### src/brl_pkg.sv
// ----------------------------------------------------------------------------
// brl_pkg
// Shared types and constants for the block RMS level core and its checker.
// ----------------------------------------------------------------------------
package brl_pkg;

  localparam int unsigned FRAC_BITS   = 8;
  localparam int unsigned CNT_W       = 17;
  localparam int unsigned MAX_SAMPLES = 65536;
  localparam int unsigned MAG_W       = 16;
  localparam int unsigned SQ_W        = 31;               // 32768^2 fits 31 bits
  localparam int unsigned SUM_W       = 47;
  localparam int unsigned DVD_W       = SUM_W + 2 * FRAC_BITS;
  localparam int unsigned ROOT_W      = 24;
  localparam int unsigned REM_W       = ROOT_W + 3;       // shared remainder
  localparam int unsigned STEP_W      = $clog2(DVD_W);

  localparam logic [CNT_W-1:0]  CntMax   = CNT_W'(MAX_SAMPLES);
  localparam logic [STEP_W-1:0] DivLast  = STEP_W'(DVD_W - 1);
  localparam logic [STEP_W-1:0] SqrtLast = STEP_W'(ROOT_W - 1);
  localparam logic [STEP_W-1:0] SumTop   = STEP_W'(SUM_W);

  typedef struct packed {
    logic [7:0] low_byte;
    logic [7:0] high_byte;
    logic       last_sample;
  } brl_in_t;

  typedef struct packed {
    logic [ROOT_W-1:0] rms_level;
    logic [CNT_W-1:0]  sample_count;
    logic              count_overflow;
  } brl_out_t;

  typedef enum logic [2:0] {
    BRL_IDLE,
    BRL_DRAIN,
    BRL_DIV,
    BRL_SQRT,
    BRL_DONE
  } brl_state_e;

endpackage

### src/block_rms_level_core.sv
// ----------------------------------------------------------------------------
// block_rms_level_core
// Sum of squares of 16-bit PCM samples; on the last sample of a block emits
// floor(sqrt(floor(sum * 2^16 / count))) as unsigned Q8 with the count.
// ----------------------------------------------------------------------------
//  channel   ports                      transaction taken when
//  input     start, in_i, busy          start high and busy low
//  result    valid_o, res_o             valid_o high (one cycle, no stall)
//
//  Samples stream in at one per cycle while busy is low.
//  After a last sample the core stays busy through a drain state folding in
//  the final square, 63 divide and 24 root steps on one shared subtractor,
//  and a done state with valid_o high. Reset clears the sum, count and flag.
//  The result cannot be held off; it is presented for exactly one cycle.
// ----------------------------------------------------------------------------
module block_rms_level_core
  import brl_pkg::*;
(
  input  logic     clk_i,
  input  logic     rst_ni,
  input  logic     start,
  output logic     busy,
  input  brl_in_t  in_i,
  output logic     valid_o,
  output brl_out_t res_o
);

  brl_state_e state_q, state_d;

  logic [DVD_W-1:0]  acc_q, acc_d;
  logic [CNT_W-1:0]  cnt_q, cnt_d;
  logic              ovf_q, ovf_d;
  logic [SQ_W-1:0]   sq_q, sq_d;
  logic              pend_q, pend_d;
  logic [REM_W-1:0]  rem_q, rem_d;
  logic [ROOT_W-1:0] root_q, root_d;
  logic [STEP_W-1:0] step_q, step_d;

  logic              accept;
  logic              room;
  logic [MAG_W-1:0]  raw;
  logic [MAG_W-1:0]  mag;
  logic [2*MAG_W-1:0] prod;
  logic [DVD_W-1:0]  acc_sum;

  // shared subtract/compare unit
  logic [REM_W-1:0]  sub_a, sub_b;
  logic [REM_W:0]    diff;
  logic              ge;
  logic              feed;

  // ---------------- next state ----------------
  always_comb begin
    state_d = state_q;
    case (state_q)
      BRL_IDLE:  if (accept && in_i.last_sample) state_d = BRL_DRAIN;
      BRL_DRAIN: state_d = BRL_DIV;
      BRL_DIV:   if (step_q == DivLast) state_d = BRL_SQRT;
      BRL_SQRT:  if (step_q == SqrtLast) state_d = BRL_DONE;
      BRL_DONE:  state_d = BRL_IDLE;
      default:   state_d = BRL_IDLE;
    endcase
  end

  // ---------------- outputs ----------------
  always_comb begin
    busy    = 1'b1;
    valid_o = 1'b0;
    case (state_q)
      BRL_IDLE: busy    = 1'b0;
      BRL_DONE: valid_o = 1'b1;
      default:  busy    = 1'b1;
    endcase
  end

  assign res_o.rms_level      = root_q;
  assign res_o.sample_count   = cnt_q;
  assign res_o.count_overflow = ovf_q;

  // ---------------- datapath ----------------
  assign accept = start && !busy;
  assign room   = (cnt_q != CntMax);
  assign raw    = {in_i.high_byte, in_i.low_byte};
  assign mag    = raw[MAG_W-1] ? (~raw + MAG_W'(1)) : raw;
  assign prod   = mag * mag;

  assign acc_sum = acc_q + DVD_W'(sq_q);

  // dividend is acc << 16: sum bits first, then zeros
  assign feed = (step_q < SumTop) ? acc_q[SUM_W-1] : 1'b0;

  always_comb begin
    if (state_q == BRL_SQRT) begin
      sub_a = {rem_q[REM_W-3:0], acc_q[2*ROOT_W-1 -: 2]};
      sub_b = {1'b0, root_q, 2'b01};
    end else begin
      sub_a = {{(REM_W-CNT_W-1){1'b0}}, rem_q[CNT_W-1:0], feed};
      sub_b = {{(REM_W-CNT_W){1'b0}}, cnt_q};
    end
  end

  assign diff = {1'b0, sub_a} - {1'b0, sub_b};
  assign ge   = !diff[REM_W];

  always_comb begin
    acc_d  = acc_q;
    cnt_d  = cnt_q;
    ovf_d  = ovf_q;
    sq_d   = SQ_W'(prod);
    pend_d = 1'b0;
    rem_d  = rem_q;
    root_d = root_q;
    step_d = step_q;

    // square of the previous sample is registered, then folded into the sum
    if (pend_q) acc_d = acc_sum;

    if (accept) begin
      if (room) begin
        cnt_d  = cnt_q + CNT_W'(1);
        pend_d = 1'b1;
      end else begin
        ovf_d = 1'b1;
      end
    end

    case (state_q)
      BRL_DRAIN: begin
        step_d = '0;
        rem_d  = '0;
      end
      BRL_DIV: begin
        acc_d = {acc_q[DVD_W-2:0], ge};
        rem_d = ge ? diff[REM_W-1:0] : sub_a;
        if (step_q == DivLast) begin
          step_d = '0;
          rem_d  = '0;
          root_d = '0;
        end else begin
          step_d = step_q + STEP_W'(1);
        end
      end
      BRL_SQRT: begin
        acc_d  = {acc_q[DVD_W-3:0], 2'b00};
        rem_d  = ge ? diff[REM_W-1:0] : sub_a;
        root_d = {root_q[ROOT_W-2:0], ge};
        step_d = step_q + STEP_W'(1);
      end
      BRL_DONE: begin
        acc_d = '0;
        cnt_d = '0;
        ovf_d = 1'b0;
      end
      default: ;
    endcase
  end

  always_ff @(posedge clk_i or negedge rst_ni) begin
    if (!rst_ni) begin
      state_q <= BRL_IDLE;
      acc_q   <= '0;
      cnt_q   <= '0;
      ovf_q   <= 1'b0;
      pend_q  <= 1'b0;
      step_q  <= '0;
    end else begin
      state_q <= state_d;
      acc_q   <= acc_d;
      cnt_q   <= cnt_d;
      ovf_q   <= ovf_d;
      pend_q  <= pend_d;
      step_q  <= step_d;
    end
  end

  always_ff @(posedge clk_i) begin
    sq_q   <= sq_d;
    rem_q  <= rem_d;
    root_q <= root_d;
  end

endmodule

### config.mk
export PLATFORM = sky130hd
export DESIGN_NAME = block_rms_level_core
export DESIGN_NICKNAME = d
export VERILOG_FILES = /design/src/brl_pkg.sv /design/src/block_rms_level_core.sv
export SDC_FILE = /design/constraint.sdc
export NUM_CORES = 1
export LEC_CHECK = 0
export ABC_AREA = 0
export ABC_CLOCK_PERIOD_IN_PS = 4500
export BUFFER_PORTS_ARGS = -buffer_cell sky130_fd_sc_hd__buf_2
export CELL_PAD_IN_SITES_DETAIL_PLACEMENT = 0
export CELL_PAD_IN_SITES_GLOBAL_PLACEMENT = 1
export CORE_UTILIZATION = 36
export CTS_CLUSTER_SIZE = 20
export DETAILED_ROUTE_END_ITERATION = 7
export MAX_ROUTING_LAYER = met4
export PLACE_DENSITY = 0.72
export SLEW_MARGIN = 20
export SYNTH_ARGS = -nofsm -noshare
export SYNTH_HDL_FRONTEND = slang
export SYNTH_SLANG_ARGS = --single-unit
### constraint.sdc
create_clock -name clk_i -period 4.5 [get_ports clk_i]
set_clock_uncertainty 0.05 [all_clocks]
set_input_delay 0.225 -clock clk_i [delete_from_list [all_inputs] [get_ports clk_i]]
set_output_delay 0.225 -clock clk_i [all_outputs]
set_load 0.01 [all_outputs]
Yosys cells after proc, flatten, opt, wreduce, memory -nomap -nowiden:

Index checks and enable logic that the tools add are counted.

* add/sub/neg operators: 5
* magnitude comparators: 1
* mux-type cells: 27
* multipliers: 1
* reductions and logical operators: 13
* eq/ne operators: 11
* bitwise operators: 1

Operators with widths (count)
* $pmux 63 s3: 1
* $pmux 25 s3: 1
* $add 63x31->63: 1
* $mux 63: 1
* $mux 17: 3
* $mux 25: 2
* $pmux 24 s2: 1
* $mul 16x16->31: 1
* $sub 27x26->28: 1
* $mux 27: 1
* $mux 26: 1
* $mux 24: 1
* $pmux 6 s3: 1
* $add 17x1->17 const B: 1
* $ne 17x17->1 const B: 1
* $add 16x1->16 const B: 1
* $mux 16: 1
* $not 16->16: 1
* $pmux 3 s4: 1
* $mux 3: 3
* $mux 1: 8
* $add 6x1->6 const B: 1
* $eq 3x2->1 const B: 2
* $eq 6x5->1 const B: 1
* 15 further kinds: 22

* bits of input ports: 20
* bits in registers: 171
* output and inout port bits: 44
* word-level logic and storage cells: 68

Logic depth before layout (Yosys ltp):

* depth after elaboration: 7
* depth in mapped cells: 32
* gate-level depth less buffers: 31

Worst setup path after synthesis:

No wires, ideal clock.

* path kind: input-to-reg
* start point: in in_i[9] in the netlist's numbering
* end point: reg sq_q[30]
* data required time: 4.329 ns
* path buffers: 1
* path slack: -3.127 ns
* setup time: 0.121 ns
* stages on the path: 30
* arrival: 7.456 ns
* cells stage by stage: inv_1 > clkbuf_1 > ha_1 > nand2_1 > or2_2 > o21ai_0 > nand2_1 > xor2_1 > clkinv_1 > nor2_1 > fa_1 > inv_1 > fa_1 > inv_1 > fa_1 > fa_1 > fa_1 > inv_1 > fa_1 > inv_1 > ha_1 > a21o_1 > a21o_1 > a21oi_1 > nor2_1 > o311ai_0 > a31oi_1 > a221oi_1 > o21bai_1 > xnor2_1

* word-level cells in the longest chain between the ends: 4

Ends and longest elaborated chain
* start, declared: line block_rms_level_core.sv:23 `input brl_in_t in_i,`
* $not 16->16: line block_rms_level_core.sv:84 `assign mag = raw[MAG_W-1] ? (~raw + MAG_W'(1)) : raw;`
* $add 16x1->16: line block_rms_level_core.sv:84
* $mux 16 (*): line block_rms_level_core.sv:84
* $mul 16x16->31 (*): line block_rms_level_core.sv:85 `assign prod = mag * mag;`
* via prod[30]: line block_rms_level_core.sv:43 `logic [2*MAG_W-1:0] prod;`
* end signal, assigned: line block_rms_level_core.sv:177 `sq_q <= sq_d;`
* end, declared: line block_rms_level_core.sv:33 `logic [SQ_W-1:0] sq_q, sq_d;`

The timed path passes the listed nets; every way through them passes the cells marked *.
A chain may end at the register's enable or synchronous reset.

Worst setup path after layout:

* start point: in in_i[15] in the netlist's numbering
* end point: reg sq_q[27]

The elaborated chain is that of the path after synthesis.

==> key figures <==
Placed design
  – Port Buf Inserts: 63
  – DP Worst Slack: -2.77 ns
  – Placed cell area: 0.0207 mm^2
  – RD Place Congestion: 0.858
  – Detailed Place HPWL: 36300 um
  – Placed Cells: 2904

Logic synthesis
  – Post-synthesis cell area: 0.0177 mm^2
  – Yosys top cell by area: fa_1
  – FF+latch count, synth: 155
  – Synth warn: 0
  – Syn avg cell area: 8.73 um^2
  – Gate Count Post-Synth: 2030
  – Share of the synthesized area in the top cell type: 18.7%
  – Post-synth EDFFs: 49
  – Synth unique cells: 84
  – Main area contributors after synthesis: fa_1 (19%), ha_1 (11%), dfrtp_1 (11%)
  – Asr flop ratio synth: 49.0%
  – Top_reg_cell synth: dfrtp_1
  – Post-synthesis sequential area ratio: 22.4%

Layout
  – Fillers: 4659
  – Core Util, Final: 45.5%
  – Most frequent cells in the layout: inv_1 (255), buf_4 (231), nand2_1 (194), nor2_1 (169), fa_1 (162)
  – Synthesis-to-layout area growth: 23.7%
  – Final non-filler cell area: 0.0219 mm^2
  – NumNets Final: 2634
  – Final Non-Filler Cells: 2962
  – Most common cell after layout, fill and taps aside: inv_1
  – Fraction of layout cells with a size suffix above 1: 22.1%
  – Ant. Diodes: 0

Run
  – Max Cap Viol: 0

Clock network
  – Longest Clk Path Bufs: 2
  – Total CTS buffers: 17
  – Later-pin clock latency in the skew report: 0.44 ns
  – CTS Root Cell: clkbuf_16
  – Htree depth: 4
  – CTS sink cnt: 155
  – CTS clk-pin slew, worst paths: 0.07 ns
  – TritonCTS clock tree: done

Drt
  – DRT iter0 DRCs: 732
  – DRC Markers: 0
  – Metal2 WL: 22700 um
  – Via Count: 14956
  – Antenna-violating nets left: 0
  – Average routed wire per standard cell: 15.5 um
  – Via density: 5.05
  – First-pass DRT Iterations: 5
  – Top Layer Used: met4
  – Wire length on met1: 21200 um
  – Routed Wire Length: 46100 um
  – Met3 wire length: 1290 um

Timing
  – Fin. max-slew vios: 0
  – Final worst slack: -2.02 ns
  – Least-Margin Pin Slew: 0.950 ns
  – RSZ-0062 raised after global routing: yes
  – Tcrit/Tclk final: 145%
  – Hold Vio Cnt, Final: 0
  – Worst rel slew slack: 36.6%
  – F_max: 153 MHz
  – Final setup violation count: 24
  – Fin crit period: 6.52 ns

Global route
  – Remaining Overflow, GRT: 0
  – Largest net degree at the start of global routing: 59
  – First-pass GRT wire length: 76500 um
  – Initial antenna violation count: 0
  – Vias in the first global route: 15321
  – Overall routing resource usage: 19.3%

Floorplan
  – DIE AREA: 0.0501 mm^2
  – Die H: 224 um
  – Site Rows: 80
  – Initial core utilization: 36.8%
  – Core area: 0.0481 mm^2
  – Io pins: 64
  – Die width: 224 um

Critical path
  – Worst Path Buf+Inv: 8
  – WP data arrival: 6.81 ns
  – Setup CP Type: in2reg
  – Worst EP required: 4.78 ns
  – CP max stage cell: fa_1
  – Cell mode on critical path: fa_1
  – Critical Path End Type: flip-flop
  – Worst setup SP type: input port
  – CP delay by family, top: adder cells
  – Critical Path Fanout Max: 6
  – Critical Path Max Stage Delay: 0.57 ns

Run status
  – Failing checks: setup timing
  – Status: finished, violations left

Min path
  – Worst hold-check path type: in2reg
-- synth_stat cells (all sizes together) (12+ instances only) --
master  instances
xnor2          71
dfxtp          30
a21oi         135
a21o           39
nand2         211
or3            13
o22a           21
fa            166
ha            155
dfrtp          76
inv           280
nor3           29
a31oi          15
and3           46
mux2i          40
o211ai         19
nor2          181
clkbuf         72
nand4          17
o21ai          82
a211oi         12
nand3          35
xor2           39
nand2b         13
o21bai         15
o31ai          12
edfxtp         49
o21a           13
-- sequential cells by signal (all words and copies together), names as in the netlist --
| name | count |
|---|---|
| rem_q | 25 |
| root_q | 24 |
| pend_q | 1 |
| cnt_q | 17 |
| step_q | 6 |
| acc_q | 48 |
| sq_q | 30 |
| state_q | 3 |
| ovf_q | 1 |
-- tightest hold or removal path: cells and delay by family --
| family | cells | cell delay [ns] |
|---|---|---|
| buffers and inverters | 1 | 0.12 |
| AO/OA/AOI/OAI | 1 | 0.08 |
| AND/OR/NAND/NOR | 1 | 0.08 |
-- path summary, 6_finish.rpt --
check                           startpoint    endpoint  slack, ns  depth (start not counted)
max in group asynchronous           rst_ni  state_q[0]       3.13                          3
worst max register to register  state_q[2]   rem_q[17]       0.33                         14
worst max-delay path              in_i[15]    sq_q[27]      -2.02                         28
worst min register to register   step_q[4]   step_q[4]       0.48                          1
min in group asynchronous           rst_ni    cnt_q[5]       0.22                          2
worst min-delay path                 start       ovf_q       0.04                          3
-- per-layer routing --
layer,GRT usage (%),up-vias
li1,-,7376
met5,-,-
met3,2.12,57
met1,24.3,7267
met4,5.52,0
met2,32.6,256
-- stage by stage --
| step | setup TNS (ns) | hold slack (ns) |
|---|---|---|
| after detailed placement | -51.34 | 0.169 |
| after floorplan | -41.83 | -0.121 |
| final | -36.06 | 0.0360 |
| after CTS | -35.43 | 0.0120 |
| after global placement | -49.60 | 0.159 |
| after global routing | -41.03 | 0.0235 |
-- repair_timing --
| action | CTS | global route |
|---|---|---|
| endpoints found under the setup margin | 24 | 25 |
| resized for setup | 82 | 23 |
| hold endpoints to repair | 31 | 0 |
| pin swaps | 73 | 15 |
| cloned | 0 | 0 |
| setup buffers | 21 | 5 |
| hold buffers | 1 | 0 |
-- cell families after synthesis --
kind of cell / after synthesis / share of synthesized area [%]
buffers and inverters: 368 / 7.93
and+or+nand+nor: 599 / 15.4
other: 2 / 0.0424
xor gates and xnor gates: 110 / 5.54
DFF: 155 / 22.4
adders and majority gates: 321 / 29.7
AOI/OAI and AO/OA: 425 / 16.1
muxes: 50 / 2.89
-- final cells by class --
| cell class | instances | area, um^2 | area share, % |
|---|---|---|---|
| Inverter | 285 | 1090 | 4.96 |
| Sequential cell | 155 | 3980 | 18.1 |
| Multi-Input combinational cell | 1516 | 13100 | 59.6 |
| Clock buffer | 17 | 425 | 1.94 |
| Timing Repair Buffer | 318 | 2400 | 10.9 |
| Clock inverter | 15 | 141 | 0.645 |
| Tap cell | 656 | 821 | 3.74 |
Power is left out: the tool's default activity adds up to more than one toggle a clock period on the data nets, which glitch-free logic cannot reach.
